$ cat config.mk
export PLATFORM = sky130hd
export DESIGN_NAME = ipv4_port_allow_filter_core
export DESIGN_NICKNAME = d
export VERILOG_FILES = /design/src/hdl/ipaf_pkg.sv /design/src/hdl/ipv4_port_allow_filter_core.sv
export SDC_FILE = /design/constraint.sdc
export NUM_CORES = 1
export LEC_CHECK = 0
export BUFFER_PORTS_ARGS = -buffer_cell sky130_fd_sc_hd__buf_4
export CORE_MARGIN = 2
export CORE_UTILIZATION = 35
export DETAILED_ROUTE_END_ITERATION = 7
export PLACE_DENSITY_LB_ADDON = 0.15
export RECOVER_POWER = 100
export SYNTH_ARGS = -nofsm -noshare
export SYNTH_HDL_FRONTEND = slang
export SYNTH_SLANG_ARGS = --single-unit
export TNS_END_PERCENT = 50
$ cat constraint.sdc
create_clock -name clock -period 5.2 [get_ports clock]
set_clock_uncertainty 0.2 [all_clocks]
set_input_delay 0.52 -clock clock [delete_from_list [all_inputs] [get_ports clock]]
set_output_delay 0.52 -clock clock [all_outputs]
set_load 0.02 [all_outputs]
$ cat src/hdl/ipaf_pkg.sv
// ----------------------------------------------------------------------------
// ipaf_pkg - shared types and constants of the ipv4 port allow filter
// Frame offsets, protocol codes, verdict reason codes and register indexes.
// ----------------------------------------------------------------------------
`default_nettype none

package ipaf_pkg;

   localparam int unsigned COUNT_W = 7;

   localparam logic [15:0] ETHERTYPE_ARP  = 16'h0806;
   localparam logic [15:0] ETHERTYPE_IPV4 = 16'h0800;
   localparam logic [3:0]  IP_VERSION_4   = 4'd4;
   localparam logic [7:0]  PROTO_TCP      = 8'd6;
   localparam logic [7:0]  PROTO_UDP      = 8'd17;

   // byte offsets within the frame
   localparam logic [COUNT_W-1:0] OFS_ETYPE_HI = 7'd12;
   localparam logic [COUNT_W-1:0] OFS_ETYPE_LO = 7'd13;
   localparam logic [COUNT_W-1:0] OFS_IP_HDR   = 7'd14;
   localparam logic [COUNT_W-1:0] OFS_PROTO    = 7'd23;
   localparam logic [COUNT_W-1:0] OFS_SRC_LO   = 7'd26;
   localparam logic [COUNT_W-1:0] OFS_SRC_HI   = 7'd29;
   localparam logic [COUNT_W-1:0] OFS_DST_LO   = 7'd30;
   localparam logic [COUNT_W-1:0] OFS_DST_HI   = 7'd33;
   localparam logic [COUNT_W-1:0] COUNT_MAX    = 7'd127;

   localparam logic [COUNT_W:0] MIN_FRAME_LEN = 8'd34;
   localparam logic [COUNT_W:0] TRANSPORT_LEN = 8'd8;

   typedef enum logic [2:0] {
      RSN_SHORT       = 3'd0,
      RSN_ARP         = 3'd1,
      RSN_MATCH       = 3'd2,
      RSN_NOT_IPV4    = 3'd3,
      RSN_BAD_VERSION = 3'd4,
      RSN_SHORT_XPORT = 3'd5,
      RSN_BAD_PROTO   = 3'd6,
      RSN_NO_MATCH    = 3'd7
   } reason_type;

   typedef enum logic {
      CSR_ALLOWED_ADDR = 1'b0,
      CSR_ALLOWED_PORT = 1'b1
   } csr_index_type;

endpackage : ipaf_pkg

`default_nettype wire

$ cat src/hdl/ipv4_port_allow_filter_core.sv
// ----------------------------------------------------------------------------
// ipv4_port_allow_filter_core - per-frame pass/drop filter for ipv4 tcp/udp
// Parses an ethernet frame byte by byte and returns one verdict per frame.
// ----------------------------------------------------------------------------
// The core takes one frame byte per req transaction, the last byte of a frame
// flagged by req_last_byte, and sustains one byte per clock cycle while
// req_ready is high. Each byte updates the header captures and the byte
// counter in the cycle it is taken; the final byte of a frame produces a
// single rsp transaction carrying a verdict (1 pass, 0 drop) and a reason
// code, available in the cycle after that byte is taken. The result sits
// in a one-deep output register: req_ready drops only while a verdict is
// waiting and rsp_ready is low. Frames under 34 bytes and arp frames pass;
// non-ipv4, wrong version, frames too short for a transport header and non
// tcp/udp protocols are dropped; the rest pass only when source address and
// port, or destination address and port, equal the allowed pair set through
// the csr port (index 0 address, index 1 port, reset 0 and 22). The byte
// counter saturates at 127, which is past every offset the parser looks at.
`default_nettype none

module ipv4_port_allow_filter_core (
   input  wire logic        clock,
   input  wire logic        reset,
   // byte stream in
   input  wire logic        req_valid,
   output logic             req_ready,
   input  wire logic [7:0]  req_frame_byte,
   input  wire logic        req_last_byte,
   // verdict out
   output logic             rsp_valid,
   input  wire logic        rsp_ready,
   output logic             rsp_verdict,
   output logic [2:0]       rsp_reason,
   // register writes
   input  wire logic        csr_we,
   input  wire ipaf_pkg::csr_index_type csr_index,
   input  wire logic [31:0] csr_wdata
);

   import ipaf_pkg::*;

   // configuration
   logic [31:0] allowed_addr_ff;
   logic [15:0] allowed_port_ff;

   // per-frame captures
   logic [COUNT_W-1:0] byte_count_ff, byte_count_in;
   logic [15:0]        ether_type_ff, ether_type_in;
   logic [3:0]         ip_version_ff, ip_version_in;
   logic [3:0]         header_words_ff, header_words_in;
   logic [7:0]         proto_code_ff, proto_code_in;
   logic [31:0]        source_addr_ff, source_addr_in;
   logic [31:0]        dest_addr_ff, dest_addr_in;
   logic [15:0]        source_port_ff, source_port_in;
   logic [15:0]        dest_port_ff, dest_port_in;

   // result register
   logic       rsp_valid_ff, rsp_valid_in;
   logic       verdict_ff, verdict_in;
   reason_type reason_ff, reason_in;

   // captured view including the current byte
   logic [15:0]        cur_ether_type;
   logic [3:0]         cur_version;
   logic [3:0]         cur_words;
   logic [7:0]         cur_proto;
   logic [31:0]        cur_src_addr;
   logic [31:0]        cur_dst_addr;
   logic [15:0]        cur_src_port;
   logic [15:0]        cur_dst_port;
   logic [COUNT_W-1:0] port_ofs;
   logic [COUNT_W:0]   frame_len;
   logic [COUNT_W:0]   xport_min_len;
   logic               accept;
   logic               pos;
   logic               pair_match;

   assign accept    = req_valid && req_ready;
   // the output register is free or being emptied this cycle
   assign req_ready = !rsp_valid_ff || rsp_ready;

   // ---------------------------------------------------------------- csr
   always_ff @(posedge clock) begin
      if (reset) begin
         allowed_addr_ff <= '0;
         allowed_port_ff <= 16'd22;
      end else if (csr_we) begin
         case (csr_index)
            CSR_ALLOWED_ADDR: allowed_addr_ff <= csr_wdata;
            CSR_ALLOWED_PORT: allowed_port_ff <= csr_wdata[15:0];
            default: ;
         endcase
      end
   end

   // ---------------------------------------------------------------- parse
   always_comb begin
      // header length from this byte when it is the first ip header byte,
      // so a zero length places the ports right on top of it
      cur_version = ip_version_ff;
      cur_words   = header_words_ff;
      if (byte_count_ff == OFS_IP_HDR) begin
         cur_version = req_frame_byte[7:4];
         cur_words   = req_frame_byte[3:0];
      end

      cur_ether_type = ether_type_ff;
      if (byte_count_ff == OFS_ETYPE_HI || byte_count_ff == OFS_ETYPE_LO) begin
         cur_ether_type = {ether_type_ff[7:0], req_frame_byte};
      end

      cur_proto = proto_code_ff;
      if (byte_count_ff == OFS_PROTO) begin
         cur_proto = req_frame_byte;
      end

      cur_src_addr = source_addr_ff;
      if (byte_count_ff >= OFS_SRC_LO && byte_count_ff <= OFS_SRC_HI) begin
         cur_src_addr = {source_addr_ff[23:0], req_frame_byte};
      end

      cur_dst_addr = dest_addr_ff;
      if (byte_count_ff >= OFS_DST_LO && byte_count_ff <= OFS_DST_HI) begin
         cur_dst_addr = {dest_addr_ff[23:0], req_frame_byte};
      end

      // transport header start, at most 74
      port_ofs = OFS_IP_HDR + {1'b0, cur_words, 2'b00};

      cur_src_port = source_port_ff;
      if (byte_count_ff == port_ofs || byte_count_ff == port_ofs + 7'd1) begin
         cur_src_port = {source_port_ff[7:0], req_frame_byte};
      end

      cur_dst_port = dest_port_ff;
      if (byte_count_ff == port_ofs + 7'd2 || byte_count_ff == port_ofs + 7'd3) begin
         cur_dst_port = {dest_port_ff[7:0], req_frame_byte};
      end
   end

   // ---------------------------------------------------------------- decide
   assign frame_len     = {1'b0, byte_count_ff} + 8'd1;
   assign xport_min_len = {1'b0, port_ofs} + TRANSPORT_LEN;
   assign pair_match    = (cur_src_addr == allowed_addr_ff && cur_src_port == allowed_port_ff)
                       || (cur_dst_addr == allowed_addr_ff && cur_dst_port == allowed_port_ff);

   always_comb begin
      verdict_in = 1'b0;
      reason_in  = RSN_NO_MATCH;
      if (frame_len < MIN_FRAME_LEN) begin
         verdict_in = 1'b1;
         reason_in  = RSN_SHORT;
      end else if (cur_ether_type == ETHERTYPE_ARP) begin
         verdict_in = 1'b1;
         reason_in  = RSN_ARP;
      end else if (cur_ether_type != ETHERTYPE_IPV4) begin
         reason_in = RSN_NOT_IPV4;
      end else if (cur_version != IP_VERSION_4) begin
         reason_in = RSN_BAD_VERSION;
      end else if (frame_len < xport_min_len) begin
         reason_in = RSN_SHORT_XPORT;
      end else if (cur_proto != PROTO_TCP && cur_proto != PROTO_UDP) begin
         reason_in = RSN_BAD_PROTO;
      end else if (pair_match) begin
         verdict_in = 1'b1;
         reason_in  = RSN_MATCH;
      end
   end

   // ---------------------------------------------------------------- next state
   assign pos = accept && req_last_byte;

   always_comb begin
      byte_count_in   = byte_count_ff;
      ether_type_in   = ether_type_ff;
      ip_version_in   = ip_version_ff;
      header_words_in = header_words_ff;
      proto_code_in   = proto_code_ff;
      source_addr_in  = source_addr_ff;
      dest_addr_in    = dest_addr_ff;
      source_port_in  = source_port_ff;
      dest_port_in    = dest_port_ff;
      if (pos) begin
         // end of frame: start the next one from scratch
         byte_count_in   = '0;
         ether_type_in   = '0;
         ip_version_in   = '0;
         header_words_in = '0;
         proto_code_in   = '0;
         source_addr_in  = '0;
         dest_addr_in    = '0;
         source_port_in  = '0;
         dest_port_in    = '0;
      end else if (accept) begin
         // saturating count
         if (byte_count_ff != COUNT_MAX) begin
            byte_count_in = byte_count_ff + 7'd1;
         end
         ether_type_in   = cur_ether_type;
         ip_version_in   = cur_version;
         header_words_in = cur_words;
         proto_code_in   = cur_proto;
         source_addr_in  = cur_src_addr;
         dest_addr_in    = cur_dst_addr;
         source_port_in  = cur_src_port;
         dest_port_in    = cur_dst_port;
      end

      rsp_valid_in = rsp_valid_ff && !rsp_ready;
      if (pos) begin
         rsp_valid_in = 1'b1;
      end
   end

   always_ff @(posedge clock) begin
      if (reset) begin
         byte_count_ff   <= '0;
         ether_type_ff   <= '0;
         ip_version_ff   <= '0;
         header_words_ff <= '0;
         proto_code_ff   <= '0;
         source_addr_ff  <= '0;
         dest_addr_ff    <= '0;
         source_port_ff  <= '0;
         dest_port_ff    <= '0;
         rsp_valid_ff    <= 1'b0;
      end else begin
         byte_count_ff   <= byte_count_in;
         ether_type_ff   <= ether_type_in;
         ip_version_ff   <= ip_version_in;
         header_words_ff <= header_words_in;
         proto_code_ff   <= proto_code_in;
         source_addr_ff  <= source_addr_in;
         dest_addr_ff    <= dest_addr_in;
         source_port_ff  <= source_port_in;
         dest_port_ff    <= dest_port_in;
         rsp_valid_ff    <= rsp_valid_in;
      end
   end

   // result payload, loaded only with a new verdict
   always_ff @(posedge clock) begin
      if (pos) begin
         verdict_ff <= verdict_in;
         reason_ff  <= reason_in;
      end
   end

   assign rsp_valid   = rsp_valid_ff;
   assign rsp_verdict = verdict_ff;
   assign rsp_reason  = reason_ff;

   // ---------------------------------------------------------------- checks
   // a waiting verdict must hold off the byte stream
   a_stall_blocks_input: assert property (@(posedge clock) disable iff (reset)
      rsp_valid_ff && !rsp_ready |-> !req_ready)
      else $error("byte taken while a verdict is stalled");

   // every final byte yields a verdict and restarts the counter
   a_last_gives_verdict: assert property (@(posedge clock) disable iff (reset)
      req_valid && req_ready && req_last_byte |=> rsp_valid_ff && byte_count_ff == '0)
      else $error("final byte without verdict or counter restart");

   // pass verdicts only come with pass reasons
   a_verdict_reason: assert property (@(posedge clock) disable iff (reset)
      rsp_valid_ff |-> verdict_ff == (reason_ff == RSN_SHORT || reason_ff == RSN_ARP
                                      || reason_ff == RSN_MATCH))
      else $error("verdict disagrees with reason");

endmodule : ipv4_port_allow_filter_core

`default_nettype wire
==> results by group <==
Status
  • Status: complete, but fails checks
  • Failing checks: max-capacitance violations, max-slew violations

GRT
  • Initial antenna violation count: 1
  • Grt total ovfl: 0
  • Gr usage total: 22.8%
  • Largest net degree at the start of global routing: 97
  • First-pass GRT wire length: 55000 µm
  • Vias in the first global route: 9225

Setup path
  • Startpoint types: flip-flop
  • Arrival time worst endpoint: 4.68 ns
  • Crit path capture type: flip-flop
  • Crit-path max FO: 9
  • Crit Path Class: reg2reg
  • CP required: 5.17 ns

Final layout
  • Area grow syn2layout: 10.8%
  • Most frequent cells in the layout: nand2_1 (337), a21oi_1 (185), dfxtp_1 (184)
  • Fin nets: 1460
  • Commonest non-fill, non-tap cell in the layout: nand2_1
  • Number of diodes: 0
  • Util after Layout: 39.6%
  • Share of post-route cells with drive strength above 1: 7.84%

Power
  • Leak pwr: 4.13 nW
  • Comb pwr share: 9.2%
  • Max IR drop VDD: 190 µV
  • NetSw: 0.905 mW
  • Sequential Power Share: 47.7%
  • Sw Ratio: 28.5%
  • Internal Pwr Total: 2.27 mW
  • Clock share of power: 43.1%
  • PD cells: 269 nW/µm²

STA
  • Setup TNS: 0 ns
  • Final hold slack: 0.0846 ns
  • Least-Margin Pin Slew: 2.51 ns
  • Tmin final: 4.71 ns
  • Final period util: 90.6%
  • Unrepaired setup endpoints after global routing: false
  • FMAX: 212 MHz
  • Fin. Hold Viols: 0
  • Slew margin rel.: -67.2%
  • Final Setup Violations: 0
  • Max-slew violation count: 40

Die
  • Row count: 63
  • Die height: 179 µm
  • Die width: 179 µm
  • Initial core utilization: 35.8%
  • Core box area: 29800 µm²
  • Io pins: 53
  • Die area: 31900 µm²

Synth
  • Synthesized area: 10700 µm²
  • Netlist cell types: 86
  • Seq/Total Area, Yosys: 35.7%
  • Syn avg cell area: 7.51 µm²
  • EDFF count, synth: 4
  • Syn Nets: 1477
  • Yosys warns: 0
  • Synthesized flop and latch total: 188
  • FFs w/ async S/R, synth: 0%
  • Top FF cell, synth: dfxtp_1
  • Mapped Cells: 1419

Routing
  • # DRC: 0
  • Wire length per cell: 19.8 µm
  • DRT Pass-1 Iters: 5
  • Antenna Nets Post-Route: 0
  • Initial DRC count: 839
  • Total Wirelength: 35700 µm
  • Vias per inst: 5.45
  • DR vias: 9836

Clocking
  • CTS resizes: 0
  • CTS Buffer Depth: 2
  • Worst-skew pair later-pin latency: 0.45 ns
  • Num CTS Buffers: 17
  • Root Driver: clkbuf_16
  • CTS clock-pin slew for the worst setup and hold paths: 0.08 ns
  • Clock sinks: 188
  • CTS tree: done
  • Postcts setup bufs: 0
  • Hold buffers post-CTS: 0
  • CTS HTree Levels: 4

Place
  • GP Congestion: 0.924
  • PortBufs: 52
  • DP HPWL: 25400 µm

Worst hold path
  • Worst Hold Class: in2reg

Job
  • Maxcap violations: 1
-- through the flow --
stage | std cells | cell area, µm² | setup slack [ns] | power [mW]
2_1_floorplan | 1419 | 10700 | 1.36 | 1.71
3_3_place_gp | 1773 | 11200 | 0.648 | 1.84
3_5_place_dp | 1773 | 11200 | 0.567 | 1.84
4_1_cts | 1805 | 11900 | 0.516 | 3.22
5_1_grt | 1805 | 11800 | 0.0408 | 3.30
6_report | 1805 | 11800 | 0.489 | 3.18
-- cell usage after synthesis, drive strengths merged, types with 4 or more instances --
library cell / count / area share [%]
o211ai: 12 / 0.97
clkbuf: 77 / 2.7
a31oi: 7 / 0.41
a21oi: 185 / 8.7
nor3b: 4 / 0.28
o2111ai: 9 / 0.74
nand3: 15 / 0.70
buf: 24 / 1.4
and3: 7 / 0.41
dfxtp: 184 / 35
mux2i: 44 / 4.1
o22ai: 22 / 1.3
xor2: 39 / 3.2
edfxtp: 4 / 1.1
a22o: 7 / 0.58
ha: 11 / 1.3
or3: 7 / 0.46
a211oi: 6 / 0.42
a21o: 5 / 0.35
nor4: 24 / 1.4
inv: 51 / 1.8
nor3: 14 / 0.81
a211o: 4 / 0.33
nand3b: 6 / 0.42
a221oi: 9 / 0.74
xnor2: 62 / 5.1
nand2b: 27 / 1.6
nand2: 338 / 12
o21ai: 24 / 1.1
o221ai: 8 / 0.66
or2: 6 / 0.35
a2111oi: 6 / 0.56
nor2b: 19 / 1.1
nand4: 12 / 0.70
nor2: 86 / 3.1
or4: 4 / 0.28
-- power groups by stage --
stage | Sequential [mW] | Clock, mW | Combinational (mW)
after detailed placement | 1.55 | 0 | 0.292
final | 1.51 | 1.37 | 0.291
after global routing | 1.52 | 1.46 | 0.321
after floorplan | 1.52 | 0 | 0.195
after CTS | 1.51 | 1.41 | 0.294
after global placement | 1.55 | 0 | 0.293
-- layout make-up --
| type | count | area [µm²] |
|---|---|---|
| Inverter | 51 | 191 |
| Clock inverter | 15 | 198 |
| Multi-Input combinational cell | 1079 | 6240 |
| Tap cell | 390 | 488 |
| Clock buffer | 17 | 425 |
| Fill cell | 3185 | 18000 |
| Timing Repair Buffer | 65 | 468 |
| Sequential cell | 188 | 3800 |
-- path summary, 6_finish.rpt --
kind,start,endpoint,slack [ns],cells past startpoint
worst max-delay path,byte_count_ff[1],rsp_reason[0],0.49,14
worst min-delay path,csr_wdata[2],allowed_port_ff[2],0.08,3
worst max register to register,byte_count_ff[1],rsp_reason[0],0.49,14
worst min register to register,ether_type_ff[8],ether_type_ff[8],0.26,2
-- state kept, by name, indices dropped and copies added, names as in the netlist, 3 cells and up --
name             cells
allowed_addr_ff     32
dest_addr_ff        32
source_addr_ff      32
allowed_port_ff     16
dest_port_ff        16
ether_type_ff       16
source_port_ff      16
proto_code_ff        8
byte_count_ff        7
header_words_ff      4
ip_version_ff        4
rsp_reason           3
-- critical path, stage by stage (launching register included) --
cell and delay [ns]:
dfxtp_1 0.48, ha_1 0.39, nor2b_1 0.58, nand2_4 0.18, a21oi_1 0.22, ha_1 0.26
a21bo_2 0.25, o22a_1 0.22, nor3_1 0.42, or2_0 0.39, a221o_1 0.21, o2111a_1 0.17
nand4_1 0.10, o31ai_2 0.16, o221ai_1 0.20
-- layer usage --
layer | GRT usage (%) | wire length, µm
met5 | 0 | 13
met4 | 8.47 | 1040
met1 | 30.9 | 16400
met3 | 3.79 | 1780
met2 | 36.4 | 16400
-- logic make-up (layout without fill, tap and decap cells) --
group / Yosys count / count (layout) / share of synthesized area [%]
mux: 45 / 45 / 4.24
compound gates: 337 / 337 / 19.7
other cells: 1 / 1 / 0.0352
buf+inv: 152 / 148 / 5.87
fa+ha+maj: 11 / 11 / 1.29
xor+xnor: 101 / 101 / 8.30
flops: 188 / 188 / 35.7
simple gates: 584 / 584 / 24.9
No activity file was read; power rests on OpenSTA's default activity.
